--- config.mk ---
export PLATFORM = sky130hd
export DESIGN_NAME = ddms_ctrl
export DESIGN_NICKNAME = d
export VERILOG_FILES = /design/src/design/ddms_pkg.sv /design/src/design/ddms_ctrl.sv
export SDC_FILE = /design/constraint.sdc
export NUM_CORES = 1
export LEC_CHECK = 0
export BUFFER_PORTS_ARGS = -buffer_cell sky130_fd_sc_hd__clkbuf_2
export CAP_MARGIN = 0
export CORE_AREA = 5 5 42 44
export DETAILED_ROUTE_END_ITERATION = 6
export DIE_AREA = 0 0 47 49
export PLACE_DENSITY = 0.45
export SLEW_MARGIN = 20
export SYNTH_ARGS = -nofsm -noshare
export SYNTH_HDL_FRONTEND = slang
export SYNTH_SLANG_ARGS = --single-unit
--- constraint.sdc ---
create_clock -name clk -period 1 [get_ports clk]
set_input_delay 0.1 -clock clk [delete_from_list [all_inputs] [get_ports clk]]
set_output_delay 0.1 -clock clk [all_outputs]
set_load 0.005 [all_outputs]
--- src/design/ddms_pkg.sv ---
// Shared types, constants and helpers for the differential drive motion supervisor.
package ddms_pkg;

	localparam int FullTurn = 5760;
	localparam int HalfTurn = 2880;

	typedef enum logic [1:0] {
		MODE_POLL     = 2'd0,
		MODE_FORWARD  = 2'd1,
		MODE_BACKWARD = 2'd2,
		MODE_TURN     = 2'd3
	} mode_t;

	typedef enum logic [1:0] {
		ST_GOING   = 2'd0,
		ST_REACHED = 2'd1,
		ST_TIMEOUT = 2'd2
	} status_t;

	typedef enum logic [1:0] {
		CMD_NONE = 2'd0,
		CMD_SET  = 2'd1,
		CMD_STOP = 2'd2
	} motor_cmd_t;

	typedef enum logic [2:0] {
		REG_INITIAL_HEADING   = 3'd0,
		REG_HEADING_GAIN      = 3'd1,
		REG_TURN_DEADBAND     = 3'd2,
		REG_MAX_TURN_EFFORT   = 3'd3,
		REG_DISTANCE_DEADBAND = 3'd4,
		REG_CRUISE_SPEED      = 3'd5,
		REG_MM_TO_WHEEL_DEG   = 3'd6,
		REG_WHEEL_DEG_TO_MM   = 3'd7
	} reg_index_t;

	typedef enum logic [2:0] {
		FSM_IDLE  = 3'd0,
		FSM_EVAL  = 3'd1,
		FSM_MUL_A = 3'd2,
		FSM_MUL_B = 3'd3,
		FSM_DONE  = 3'd4,
		FSM_OUT   = 3'd5
	} fsm_state_t;

	typedef struct packed {
		logic load;
		logic eval;
		logic mul_a;
		logic mul_b;
		logic finish;
	} dp_cmd_t;

	function automatic logic signed [23:0] sat24(input logic signed [47:0] v);
		if (v > 48'sd8388607) return 24'sh7FFFFF;
		if (v < -48'sd8388608) return 24'sh800000;
		return v[23:0];
	endfunction

	function automatic logic signed [14:0] wrap_err(input logic signed [16:0] e);
		logic signed [16:0] r;
		r = e;
		if (e > 17'sd2880) begin
			if (r > 17'sd20160) r = r - 17'sd23040;
			if (r > 17'sd8640) r = r - 17'sd11520;
			if (r > 17'sd2880) r = r - 17'sd5760;
		end else if (e < -17'sd2880) begin
			if (r < -17'sd20160) r = r + 17'sd23040;
			if (r < -17'sd8640) r = r + 17'sd11520;
			if (r < -17'sd2880) r = r + 17'sd5760;
		end
		return r[14:0];
	endfunction

endpackage

--- src/design/ddms_ctrl.sv ---
// Controller state machine sequencing one item through the datapath.
module ddms_ctrl (
	input  logic               clk,
	input  logic               arst_n,
	input  logic               in_valid,
	output logic               in_ready,
	output logic               out_valid,
	input  logic               out_ready,
	input  logic               is_start,
	output ddms_pkg::dp_cmd_t  cmd
);
	ddms_pkg::fsm_state_t state_q, state_d;

	always_ff @(posedge clk or negedge arst_n) begin
		if (!arst_n) state_q <= ddms_pkg::FSM_IDLE;
		else state_q <= state_d;
	end

	always_comb begin
		state_d = state_q;
		case (state_q)
			ddms_pkg::FSM_IDLE:  if (in_valid) state_d = is_start ? ddms_pkg::FSM_OUT : ddms_pkg::FSM_EVAL;
			ddms_pkg::FSM_EVAL:  state_d = ddms_pkg::FSM_MUL_A;
			ddms_pkg::FSM_MUL_A: state_d = ddms_pkg::FSM_MUL_B;
			ddms_pkg::FSM_MUL_B: state_d = ddms_pkg::FSM_DONE;
			ddms_pkg::FSM_DONE:  state_d = ddms_pkg::FSM_OUT;
			ddms_pkg::FSM_OUT:   if (out_ready) state_d = ddms_pkg::FSM_IDLE;
			default:             state_d = ddms_pkg::FSM_IDLE;
		endcase
	end

	always_comb begin
		in_ready   = (state_q == ddms_pkg::FSM_IDLE);
		out_valid  = (state_q == ddms_pkg::FSM_OUT);
		cmd.load   = (state_q == ddms_pkg::FSM_IDLE) && in_valid;
		cmd.eval   = (state_q == ddms_pkg::FSM_EVAL);
		cmd.mul_a  = (state_q == ddms_pkg::FSM_MUL_A);
		cmd.mul_b  = (state_q == ddms_pkg::FSM_MUL_B);
		cmd.finish = (state_q == ddms_pkg::FSM_DONE);
	end
endmodule

==> impl_summary.md <==
Pwr
The net load switching power is 0.000549 W. The share of total power dissipated in the clock network is 0.149. In this run the static leakage power is 0.221 nW. The share of total power dissipated in combinational logic is 0.623. Power spread over the standard cell area amounts to 3340 mW/mm2.

The worst vdd rail ir drop is 1000 uV. Internal power comes to 0.000925 W. The share of total power dissipated in sequential elements is 0.228.

Of the total power, the share spent switching nets is 0.373.

Timing
The final sum of negative setup slack is -1510 ps. The clock period minus worst slack is 1220 ps. Between clock sinks in the finished design, the worst skew comes to 2.52 ps.

The share of the clock period used by the worst path after layout is 1.22. The final hold violation count was 0. The tightest hold path in the finished design has a slack of 186 ps.

The smallest setup slack after layout is -215 ps. The max-slew violation count came to 0. The worst-case headroom to the max-slew limit is 0.870. The maximum clock rate is 823 MHz.

At the pin with the least slew margin, the transition time is 195 ps. Setup violations remaining at the end of the flow were counted as 10. Setup repair after global routing could not meet its margin everywhere.

Logic synthesis
Ranked by instance count, the synthesized netlist is headed by 3 x dfrtp_1, 3 x nor2_1, 3 x nor3b_1. The async set-or-reset flop fraction in the synthesized netlist is 1.00. By area the synthesized netlist is led by dfrtp_1 35%, buf_6 11%, nor3b_1 11%, nor2_1 5.3%, and3b_2 4.7%. The biggest area contributor in the post-synthesis netlist is dfrtp_1. The instance count of the mapped netlist is 23.

Among all flip-flop cells after synthesis, the most frequent one is dfrtp_1. The count of synthesis-stage warnings from yosys is 0. The post-synth design cell area is 214 um2.

The number of enable-type register cells in the synthesized netlist is 0. The synthesized design contains 3 register bits. The net count after synthesis is 28. The average footprint of a synthesized cell is 9.30 um2. The share of the Yosys chip area taken by registers is 0.351. In this run, distinct cell masters in the synthesized netlist total 15. Of the post-synthesis cell area, the dominant cell type holds 0.351.

GRT
The pin count of the biggest net entering global routing is 7. The number of antenna violations at the first check in global routing came to 0. The global-route wire length before repair is 1060 um.

The global routing usage summed across all routing layers is 0.0678. For this run the aggregate overflow at the end of global routing stands at 0. The via count of the first global-routing pass came to 248.

Placement
During placement, the flow inserted port buffers numbering 11. The congestion estimate from routability-driven global placement came to 0.741. The number of placed instances with taps included is 52. The post-detailed-placement half-perimeter wirelength is 427 um. At the placement stage, the worst setup path has a slack of -70.8 ps. The placed instance area is 299 um2.

Layout
The finished layout holds 62 standard cells, fillers aside. The total non-filler cell area in the finished layout is 442 um2. The repair_antennas step left the layout with diodes totalling 0. Counting flops per register, the top entry is state_q. The largest registers in the layout are state_q x3. At the end of the flow, the number of nets in the layout was 52. The fraction of final layout cells sized beyond drive strength 1 is 0.826. From synthesis to final layout, the design area changed by 106%. Counting the fill cells in the layout gives 161. The flip-flop count of the largest register, all copies and words added is 3.

Drt
The final layout contains routed wiring with a total length of 776 um. The final antenna-violating net count is 0. The overall via count from detail_route is 253.

The first TritonRoute pass finished after 2 iterations. Dividing the detail-routed wire length by the instance count gives 12.5 um. The number of DRC markers after the initial detailed-route iteration is 1. The post-route DRC violation count is 0. Using the TritonRoute via totals, the vias-per-cell ratio works out to 4.08.

Floorplanning
The initial core utilization is 0.153. The number of standard-cell rows in the floorplan is 14. The y dimension of the die is 49 um. The die footprint is 0.00230 mm2. The core area is 0.00140 mm2. The die is 47 um wide. During I/O placement, the number of pins put on the boundary was 12.

Clock network
The total clock buffers created by CTS is 3. The total number of clock tree sinks is 3. After clock tree synthesis, the clock-pin slew on the worst setup and hold paths is 40 ps. The TritonCTS clock tree is yes. The deepest level of the CTS H-tree is 1.

The longest clock path from root to sink contains 2 buffers. The clock tree root buffer cell is clkbuf_4. The clock latency at the later pin of the worst-skew pair is 230 ps.

Worst setup path
Traced cell by cell, the critical path runs through nor3_4 > and2_1 > buf_2. STA classifies the critical path startpoint as a flop. The critical setup path kind is flop to output port. The depth of the most critical reg-to-reg path is 3. The maximum fanout encountered on the critical timing path is 5. Data arrives at the worst endpoint at 1120 ps.

The largest individual stage delay along the critical path comes from the cell dfrtp_2. The largest single stage delay on the critical path is 450 ps. The required time at the worst-slack endpoint is 900 ps.

The kind of end point of the critical path is an output port.

Flow run
The tool flagged a number of max-cap violations equal to 0.

Min path
The class of the worst hold path is input port to flop. The number of cells on the worst hold path is 3.

Outcome
The checks that failed: negative setup slack. The run finished, with violations left.
==> worst paths after layout <==
path,start,end,slack (ps)
max,state_q[0],cmd[4],-220
min,is_start,state_q[2],190
max reg2reg,state_q[2],state_q[2],-120
min reg2reg,state_q[0],state_q[0],710
max in group asynchronous,arst_n,state_q[1],670
min in group asynchronous,arst_n,state_q[2],200
==> through the flow <==
stage / utilization / total power, W
finish: 0.315 / 0.00147
global route: 0.315 / 0.00159
CTS: 0.285 / 0.00132
detailed placement: 0.213 / 0.000853
global placement: 0.213 / 0.000866
floorplan: - / 0.000668
==> cell type report <==
class                   count  area (um2)  share of cell area
flip-flops and latches      3        78.8               0.178
repair buffers             22         155               0.351
clock buffers               4        26.3              0.0595
well taps                  16        20.0              0.0453
multi-input cells          17         161               0.365
==> worst max-delay path: cells and delay by family (launching register included) <==
family	cells	cell delay [ps]
AND/OR/NAND/NOR	2	320
flip-flops	1	450
buffers and inverters	1	100
==> layout by cell type, fill, tap and decap left out <==
master,synthesis,final
nor2_2,0,2
nor2_1,3,1
xnor2_2,0,1
and2_1,1,1
nor3_4,0,1
clkbuf_2,0,8
dlygate4sd3_1,0,1
nand2_1,1,1
nor3_2,0,1
buf_4,0,6
clkbuf_1,0,1
buf_2,1,3
clkbuf_4,0,3
and3b_2,1,1
and2_2,1,1
dfrtp_2,0,3
a21o_1,1,1
a221oi_2,0,1
nor3b_2,0,3
a211o_1,1,1
buf_6,2,4
nand2b_1,1,1
==> cells by family after synthesis <==
| logic type | share of synthesized area |
|---|---|
| AO/OA/AOI/OAI | 0.117 |
| XOR/XNOR | 0.0409 |
| buffers and inverters | 0.129 |
| flip-flops | 0.351 |
| AND/OR/NAND/NOR | 0.363 |
==> power by group through the flow <==
stage / clock [W] / sequential [W] / combinational [W]
after floorplan: 0 / 0.000213 / 0.000455
after global placement: 0 / 0.000306 / 0.000560
after detailed placement: 0 / 0.000297 / 0.000555
after CTS: 0.000236 / 0.000307 / 0.000779
after global routing: 0.000243 / 0.000352 / 0.000998
final: 0.000220 / 0.000337 / 0.000918
==> metal layers <==
layer | global-route usage | part of all wire | vias up
met4 | 0.0415 | 0 | 0
met3 | 0.0332 | 0.10 | 0
met5 | 0 | 0 | -
met1 | 0.0931 | 0.44 | 118
li1 | - | - | 123
met2 | 0.0814 | 0.45 | 12
==> repair_timing <==
item	in CTS	in global routing
pin swaps	2	2
endpoints found under the setup margin	9	9
gates resized for setup	14	8
endpoints found under the hold margin	3	0
hold buffers	1	0
setup buffers	3	2
(Power assumes the default switching activity.)
